## src/rtl/fmq_pkg.sv

```systemverilog
`timescale 1ns / 1ps
`default_nettype none

package fmq_pkg;

   // Matrix geometry
   localparam int MAX_DIM_DEFAULT = 4096;
   localparam int DIM_CSR_W       = 13;
   localparam int DEST_W          = 24;

   // Control register port
   localparam int CSR_INDEX_W = 3;
   localparam int CSR_DATA_W  = 32;

   localparam logic [CSR_INDEX_W-1:0] CSR_SCALE     = 3'd0;
   localparam logic [CSR_INDEX_W-1:0] CSR_NARROW    = 3'd1;
   localparam logic [CSR_INDEX_W-1:0] CSR_TRANSPOSE = 3'd2;
   localparam logic [CSR_INDEX_W-1:0] CSR_ROWS      = 3'd3;
   localparam logic [CSR_INDEX_W-1:0] CSR_COLS      = 3'd4;

   localparam logic [31:0] SCALE_RESET = 32'h3F80_0000;

   // Saturation limits
   localparam logic [19:0] WIDE_MAX  = 20'd32767;
   localparam logic [19:0] WIDE_NEG  = 20'd32768;
   localparam logic [19:0] NARROW_MAX = 20'd127;
   localparam logic [19:0] NARROW_NEG = 20'd128;

   // Settings the conversion datapath needs
   typedef struct packed {
      logic [31:0] scale;
      logic        narrow;
   } conv_cfg_type;

endpackage

`default_nettype wire

```

## src/rtl/fmq_convert.sv

```systemverilog
`timescale 1ns / 1ps
`default_nettype none

module fmq_convert
   import fmq_pkg::*;
(
   input  wire logic         clock,
   input  wire logic         advance,
   input  wire logic [31:0]  sample,
   input  wire conv_cfg_type cfg,
   output logic [15:0]       quantized
);

   localparam logic [42:0] HALF = 43'h1 << 24;

   // ---------------- stage 1: unpack and multiply ----------------
   logic [7:0]  xe, se;
   logic [22:0] xf, sf;
   logic        x_zero, x_inf, x_nan, s_zero, s_inf, s_nan;
   logic [23:0] xm, sm;
   logic signed [9:0] xexp, sexp;
   logic        nan_in, inf_in;

   always_comb begin
      xe = sample[30:23];
      xf = sample[22:0];
      se = cfg.scale[30:23];
      sf = cfg.scale[22:0];
      x_zero = (xe == 8'd0) && (xf == '0);
      s_zero = (se == 8'd0) && (sf == '0);
      x_inf  = (xe == 8'hFF) && (xf == '0);
      s_inf  = (se == 8'hFF) && (sf == '0);
      x_nan  = (xe == 8'hFF) && (xf != '0);
      s_nan  = (se == 8'hFF) && (sf != '0);
      xm = {xe != 8'd0, xf};
      sm = {se != 8'd0, sf};
      // unbiased exponent of the integer significand, subnormals use 1
      xexp = signed'({2'b0, (xe == 8'd0) ? 8'd1 : xe}) - 10'sd150;
      sexp = signed'({2'b0, (se == 8'd0) ? 8'd1 : se}) - 10'sd150;
      nan_in = x_nan || s_nan || (x_inf && s_zero) || (s_inf && x_zero);
      inf_in = (x_inf || s_inf) && !nan_in;
   end

   logic [47:0]       prod_ff;
   logic signed [9:0] shift_ff;
   logic              sign_ff, rneg_ff, nan_ff, inf_ff, narrow_ff;

   always_ff @(posedge clock) begin
      if (advance) begin
         prod_ff   <= xm * sm;
         // exponent of the product scaled by 2^25
         shift_ff  <= xexp + sexp + 10'sd25;
         sign_ff   <= sample[31] ^ cfg.scale[31];
         rneg_ff   <= sample[31] && !x_zero;
         nan_ff    <= nan_in;
         inf_ff    <= inf_in;
         narrow_ff <= cfg.narrow;
      end
   end

   // ---------------- stage 2: align, add offset, round, saturate ----------------
   logic [90:0] lwide;
   logic [47:0] rwide;
   logic [9:0]  rsh;
   logic [42:0] ap;
   logic        big, sticky;
   logic [43:0] a;
   logic        vneg;
   logic [18:0] m;
   logic [24:0] frac;
   logic [4:0]  msb;
   logic [25:0] h25, gap;
   logic        up;
   logic [19:0] mag, lim_pos, lim_neg;
   logic [15:0] q;

   always_comb begin
      lwide  = '0;
      rwide  = '0;
      rsh    = '0;
      ap     = '0;
      big    = 1'b0;
      sticky = 1'b0;
      // fixed point |p| * 2^25, floor, with sticky for dropped bits
      if (!shift_ff[9]) begin
         if (shift_ff > 10'sd43) begin
            big = (prod_ff != '0);
         end else begin
            lwide = {43'b0, prod_ff} << shift_ff[5:0];
            big   = (lwide[90:43] != '0);
            ap    = lwide[42:0];
         end
      end else begin
         rsh = unsigned'(-shift_ff);
         if (rsh >= 10'd48) begin
            sticky = (prod_ff != '0);
         end else begin
            rwide  = prod_ff >> rsh[5:0];
            sticky = ((prod_ff & ~({48{1'b1}} << rsh[5:0])) != '0);
            big    = (rwide[47:43] != '0);
            ap     = rwide[42:0];
         end
      end

      // add +-0.5, giving floor of |v| * 2^25 and the sign of v
      if (sign_ff == rneg_ff) begin
         a    = {1'b0, ap} + {1'b0, HALF};
         vneg = sign_ff;
      end else if (ap >= HALF) begin
         a    = {1'b0, ap - HALF};
         vneg = sign_ff;
      end else begin
         a    = {1'b0, HALF - ap - 43'(sticky)};
         vneg = !sign_ff;
      end

      m    = a[43:25];
      frac = a[24:0];
      msb  = '0;
      for (int i = 0; i < 19; i++) begin
         if (m[i]) msb = 5'(i);
      end
      // half ulp just below m+1, in units of 2^-25
      h25  = (m == '0) ? 26'd1 : (26'd1 << (msb + 5'd1));
      gap  = 26'h200_0000 - {1'b0, frac};
      up   = (frac != '0) && (gap <= h25);
      mag  = {1'b0, m} + 20'(up);

      lim_pos = narrow_ff ? NARROW_MAX : WIDE_MAX;
      lim_neg = narrow_ff ? NARROW_NEG : WIDE_NEG;

      if (nan_ff) begin
         q = lim_pos[15:0];
      end else if (big || inf_ff) begin
         q = sign_ff ? 16'(-lim_neg) : lim_pos[15:0];
      end else if (vneg) begin
         q = (mag > lim_neg) ? 16'(-lim_neg) : 16'(-mag);
      end else begin
         q = (mag > lim_pos) ? lim_pos[15:0] : mag[15:0];
      end
   end

   logic [15:0] quantized_ff;

   always_ff @(posedge clock) begin
      if (advance) quantized_ff <= q;
   end

   assign quantized = quantized_ff;

endmodule

`default_nettype wire

```

## src/rtl/float_matrix_quantizer.sv

```systemverilog
// Pipeline: an input is registered in the multiplier stage and then in the
// rounding/saturation stage, which offers it on rsp_ (two register stages).
// Throughput: one element per cycle; the multiplier stage and the
// rounding/saturation stage form a two-deep pipeline that stalls as a whole
// only while a finished result is not taken.
// Reset: clears pipeline valids and matrix counters, restores register defaults.
`timescale 1ns / 1ps
`default_nettype none

module float_matrix_quantizer
   import fmq_pkg::*;
#(
   parameter int MAX_DIM = MAX_DIM_DEFAULT
)(
   input  wire logic                   clock,
   input  wire logic                   reset,
   input  wire logic                   req_valid,
   output logic                        req_ready,
   input  wire logic [31:0]            req_sample,
   output logic                        rsp_valid,
   input  wire logic                   rsp_ready,
   output logic signed [15:0]          rsp_quantized,
   output logic [DEST_W-1:0]           rsp_dest_index,
   output logic                        rsp_matrix_end,
   input  wire logic                   csr_write_enable,
   input  wire logic [CSR_INDEX_W-1:0] csr_index,
   input  wire logic [CSR_DATA_W-1:0]  csr_write_data
);

   localparam int CNT_W = (MAX_DIM > 2) ? $clog2(MAX_DIM) : 1;
   localparam int CMP_W = CNT_W + 1;
   localparam int IDX_W = (2 * CMP_W > DEST_W) ? 2 * CMP_W : DEST_W;

   // Control registers
   logic [31:0]          scale_ff;
   logic                 narrow_ff, transpose_ff;
   logic [DIM_CSR_W-1:0] rows_ff, cols_ff;

   always_ff @(posedge clock) begin
      if (reset) begin
         scale_ff     <= SCALE_RESET;
         narrow_ff    <= 1'b0;
         transpose_ff <= 1'b0;
         rows_ff      <= DIM_CSR_W'(1);
         cols_ff      <= DIM_CSR_W'(1);
      end else if (csr_write_enable) begin
         unique case (csr_index)
            CSR_SCALE:     scale_ff     <= csr_write_data;
            CSR_NARROW:    narrow_ff    <= csr_write_data[0];
            CSR_TRANSPOSE: transpose_ff <= csr_write_data[0];
            CSR_ROWS:      rows_ff      <= csr_write_data[DIM_CSR_W-1:0];
            CSR_COLS:      cols_ff      <= csr_write_data[DIM_CSR_W-1:0];
            default: ;
         endcase
      end
   end

   // Pipeline control: everything moves unless a result is held
   logic v1_ff, v2_ff;
   logic advance, accept;

   assign advance   = !v2_ff || rsp_ready;
   assign req_ready = advance;
   assign accept    = req_valid && advance;
   assign rsp_valid = v2_ff;

   always_ff @(posedge clock) begin
      if (reset) begin
         v1_ff <= 1'b0;
         v2_ff <= 1'b0;
      end else if (advance) begin
         v1_ff <= req_valid;
         v2_ff <= v1_ff;
      end
   end

   // Clamped matrix dimensions
   logic [CMP_W-1:0] rows_c, cols_c;

   always_comb begin
      if (rows_ff == '0) rows_c = CMP_W'(1);
      else if (32'(rows_ff) > 32'(MAX_DIM)) rows_c = CMP_W'(MAX_DIM);
      else rows_c = CMP_W'(rows_ff);
      if (cols_ff == '0) cols_c = CMP_W'(1);
      else if (32'(cols_ff) > 32'(MAX_DIM)) cols_c = CMP_W'(MAX_DIM);
      else cols_c = CMP_W'(cols_ff);
   end

   // Position counters and destination index
   logic [CNT_W-1:0] row_ff, col_ff, row_in, col_in;
   logic [CMP_W-1:0] row_next, col_next;
   logic             col_wrap, row_wrap, last;
   logic [IDX_W-1:0] idx_full;

   always_comb begin
      row_next = {1'b0, row_ff} + CMP_W'(1);
      col_next = {1'b0, col_ff} + CMP_W'(1);
      col_wrap = (col_next >= cols_c);
      row_wrap = (row_next >= rows_c);
      last     = col_wrap && row_wrap;
      col_in   = col_wrap ? '0 : col_next[CNT_W-1:0];
      row_in   = row_ff;
      if (col_wrap) row_in = row_wrap ? '0 : row_next[CNT_W-1:0];
      if (transpose_ff) idx_full = IDX_W'(col_ff) * IDX_W'(rows_c) + IDX_W'(row_ff);
      else idx_full = IDX_W'(row_ff) * IDX_W'(cols_c) + IDX_W'(col_ff);
   end

   always_ff @(posedge clock) begin
      if (reset) begin
         row_ff <= '0;
         col_ff <= '0;
      end else if (accept) begin
         row_ff <= row_in;
         col_ff <= col_in;
      end
   end

   // Index and end flag ride alongside the datapath
   logic [DEST_W-1:0] idx1_ff, idx2_ff;
   logic              end1_ff, end2_ff;

   always_ff @(posedge clock) begin
      if (advance) begin
         idx1_ff <= idx_full[DEST_W-1:0];
         end1_ff <= last;
         idx2_ff <= idx1_ff;
         end2_ff <= end1_ff;
      end
   end

   conv_cfg_type conv_cfg;
   logic [15:0]  quantized;

   assign conv_cfg.scale  = scale_ff;
   assign conv_cfg.narrow = narrow_ff;

   fmq_convert u_convert (
      .clock     (clock),
      .advance   (advance),
      .sample    (req_sample),
      .cfg       (conv_cfg),
      .quantized (quantized)
   );

   assign rsp_quantized  = signed'(quantized);
   assign rsp_dest_index = idx2_ff;
   assign rsp_matrix_end = end2_ff;

   // Checks
   a_accept_fills: assert property (@(posedge clock) disable iff (reset)
      accept |=> v1_ff)
      else $error("accepted transfer did not enter the pipeline");

   a_stage1_held: assert property (@(posedge clock) disable iff (reset)
      (v1_ff && !advance) |=> v1_ff)
      else $error("stalled item lost in stage 1");

   a_col_range: assert property (@(posedge clock) disable iff (reset)
      32'(col_ff) < 32'(MAX_DIM))
      else $error("column counter beyond maximum dimension");

   a_row_range: assert property (@(posedge clock) disable iff (reset)
      32'(row_ff) < 32'(MAX_DIM))
      else $error("row counter beyond maximum dimension");

endmodule

`default_nettype wire

```

## config.mk

```make
export PLATFORM = sky130hd
export DESIGN_NAME = float_matrix_quantizer
export DESIGN_NICKNAME = d
export VERILOG_FILES = /design/src/rtl/fmq_pkg.sv /design/src/rtl/fmq_convert.sv /design/src/rtl/float_matrix_quantizer.sv
export SDC_FILE = /design/constraint.sdc
export NUM_CORES = 2
export LEC_CHECK = 0
export BUFFER_PORTS_ARGS = -buffer_cell sky130_fd_sc_hd__buf_2
export CAP_MARGIN = 10
export CELL_PAD_IN_SITES_DETAIL_PLACEMENT = 1
export CELL_PAD_IN_SITES_GLOBAL_PLACEMENT = 2
export CORE_MARGIN = 2
export CORE_UTILIZATION = 42
export DETAILED_ROUTE_END_ITERATION = 16
export PLACE_DENSITY_LB_ADDON = 0.1
export REMOVE_ABC_BUFFERS = 1
export SYNTH_ARGS = -nofsm -noshare
export SYNTH_HDL_FRONTEND = slang
export SYNTH_SLANG_ARGS = --single-unit
```

## constraint.sdc

```tcl
create_clock -name clock -period 20.5 [get_ports clock]
set_clock_uncertainty 0.05 [all_clocks]
set_input_delay 6.15 -clock clock [delete_from_list [all_inputs] [get_ports clock]]
set_output_delay 6.15 -clock clock [all_outputs]
set_load 0.01 [all_outputs]
```

==> metrics.csv <==
metric,value,unit
status,finished clean,
finalCritPeriodShare,81.9,%
synth_area_leader_cell,fa_1,
vias,44600,
setup_viol,0,
die_w,359,microns
antenna_found_initial,4,
final_common_cell,nand2_1,
top_usage_layer,met2,
synth.avg_cell_area,8.48,sq um
multi_input_area,0.0425,sq mm
grtUsageMet2,47.2,%
rows,130,
first_global_vias,48000,
yosys_warnings,0,
end_kind,register,
wirelength,185,mm
drc_errors,0,
worstSetupStartpointType,register,
fin_nets,7421,
maxSlewHeadroom,20.6,%
synth_top_area_share,27.3,%
post_cts_buffers,0,
core,0.125,sq mm
fillers,14900,
rsz0062_at_grt,false,
required,20.83,ns
path_delay_family,compound AO/OA/AOI/OAI gates,
cts.path.max_buffers,3,
grt_util_met1,39.9,%
syn_inst,6246,
fin_area,0.0560,sq mm
initial_core_util,42.3,%
power_leakage,26.2,nW
clockRootBuffer,clkbuf_16,
grt_first_pass_wirelength,290,mm
final_cell_mix,"1025 x nand2_1, 907 x inv_1, 723 x fa_1",
maxSlewViolCount,0,
met3_usage,2.80,%
ctsResizeCount,0,
holdBufCountCts,0,
ys_seq_area_share,10.6,%
cts_tree,done,
slowest_delay,0.63,ns
avgViaCountPerCell,5.72,
crit_top_cell,a21oi_1,
drt-wirelength-per-cell,23.7,microns
maxCapViolations,0,
netlist_area,0.0530,sq mm
clk_latency,0.64,ns
hold_viol,0,
drt-initial-drc-count,2995,
grt_max_degree,139,
syn2layout_area_growth,5.65,%
ys_ff_latch,215,
layout-drive-gt1-share,7.72,%
critical-path-slowest-cell,clkinv_1,
clock_sinks,215,
dpl_cell_area,0.0549,sq mm
max_freq,59.5,MHz
worst_pin_slew,1.18,ns
grt_overflow,0,
crit_type,reg2reg,
setup_slack,3.71,ns
power_density,99.0,mW/mm^2
ir_drop,0.0800,mV
post-route-min-period,16.79,ns
htree_levels,1,
post-place-ws,3.81,ns
path_buf_inv,5,
grt_use_total,28.8,%
synth_flop_cell,edfxtp_1,
synth_area_leaders,"fa_1 27%, ha_1 12%, edfxtp_1 7.3%",
ant_nets,0,
cp_max_fo,65,
die_area,0.129,sq mm
ioPinCount,115,
fp.dieH,359,microns
dpl.hpwl,145,mm
numCtsBuffers,31,
async_reset_ff_share,0,%
gp_congestion,0.927,
synth_edf_count,129,
clk_pin_slew,0.06,ns
numPortBuffers,114,
synth_cell_types,118,
hp-class,reg2reg,
cp_data_arrival_time,17.13,ns
firstDrtPassIters,5,
ff_latch_area,0.00560,sq mm
-- power by group --
part           leakage [nW]  switching (mW)  internal [mW]
logic                  23.5            2.68           1.56
registers              2.14           0.191          0.553
clock network         0.515           0.227          0.327
total                  26.2            3.10           2.44
-- logic make-up (layout without fill, tap and decap cells) --
logic type | count (synthesis) | in the layout | synth area share [%]
AOI/OAI and AO/OA | 925 | 925 | 11.4
xor gates and xnor gates | 230 | 230 | 3.82
adders and majority gates | 1224 | 1224 | 39.1
buffers and inverters | 1289 | 1188 | 9.41
DFF | 215 | 215 | 10.6
muxes | 270 | 270 | 7.11
other | 1 | 9 | 0.00708
and+or+nand+nor | 2092 | 2092 | 18.6
-- final timing paths --
check	start	endpoint	slack, ns	depth (start not counted)
max	u_convert.shift_ff[1]$_DFFE_PN_	u_convert.quantized[7]$_DFFE_PN_	3.71	67
min	idx1_ff[0]$_DFFE_PN_	rsp_dest_index[0]$_DFFE_PN_	0.36	0
max reg2reg	u_convert.shift_ff[1]$_DFFE_PN_	u_convert.quantized[7]$_DFFE_PN_	3.71	67
min reg2reg	idx1_ff[0]$_DFFE_PN_	rsp_dest_index[0]$_DFFE_PN_	0.36	0
-- registers in the layout, summed over array words and instances, names as in the netlist, 10 cells and up --
signal and count:
u_convert.prod_ff 48, scale_ff 32, idx1_ff 24, rsp_dest_index 24, u_convert.quantized 16, cols_ff 13, rows_ff 13, col_ff 12
row_ff 12, u_convert.shift_ff 10
-- cell type report --
class	instances	area share (%)
Inverter	912	6.12
Sequential cell	215	10.0
Clock inverter	19	0.351
Tap cell	1650	3.69
Timing Repair Buffer	218	2.44
Clock buffer	39	1.50
Multi-Input combinational cell	4747	75.9
Antenna cell	3	0.0134
-- Yosys cell counts (9+ instances only) --
cell / count
a22oi_1: 21
xnor2_1: 155
and3_1: 39
nand3b_1: 15
mux2_2: 50
a22o_1: 11
mux4_2: 80
mux2i_1: 137
o2111ai_1: 12
fa_1: 723
a211oi_1: 16
nor4_1: 42
edfxtp_1: 129
o22ai_1: 34
a31oi_1: 23
and2_1: 309
or4_1: 9
nand2b_1: 42
clkbuf_1: 305
o211ai_1: 31
nand3_1: 78
o21ai_0: 193
o221ai_1: 10
o22a_1: 11
nor2_1: 273
buf_1: 21
a21oi_1: 297
o31ai_1: 19
xor2_1: 74
inv_1: 908
o21a_1: 20
buf_6: 10
nor2b_1: 61
or3_1: 19
a211o_1: 10
or2_2: 15
dfxtp_1: 86
nand4_1: 44
buf_2: 32
ha_1: 501
a21o_1: 44
nor3_1: 71
nand2_1: 1025
o21bai_1: 53
-- routing by layer --
metal,up-vias,wire (microns)
met3,286,9150
met4,0,6890
met2,1251,85400
met5,-,0
met1,23000,83500
li1,20100,-
-- through the flow --
stage | hold WS [ns] | TNS [ns] | cells | power [mW] | util (%)
finish | 0.363 | 0 | 7803 | 5.54 | 44.6
global route | 0.370 | 0 | 7801 | 5.95 | 44.6
CTS | 0.365 | 0 | 7800 | 5.53 | 44.6
detailed placement | 0.356 | 0 | 7742 | 4.94 | 43.8
global placement | 0.350 | 0 | 7742 | 4.89 | 43.8
floorplan | 0.350 | -26.17 | 5874 | 3.55 | -
Power figures use the tool's default switching activity.
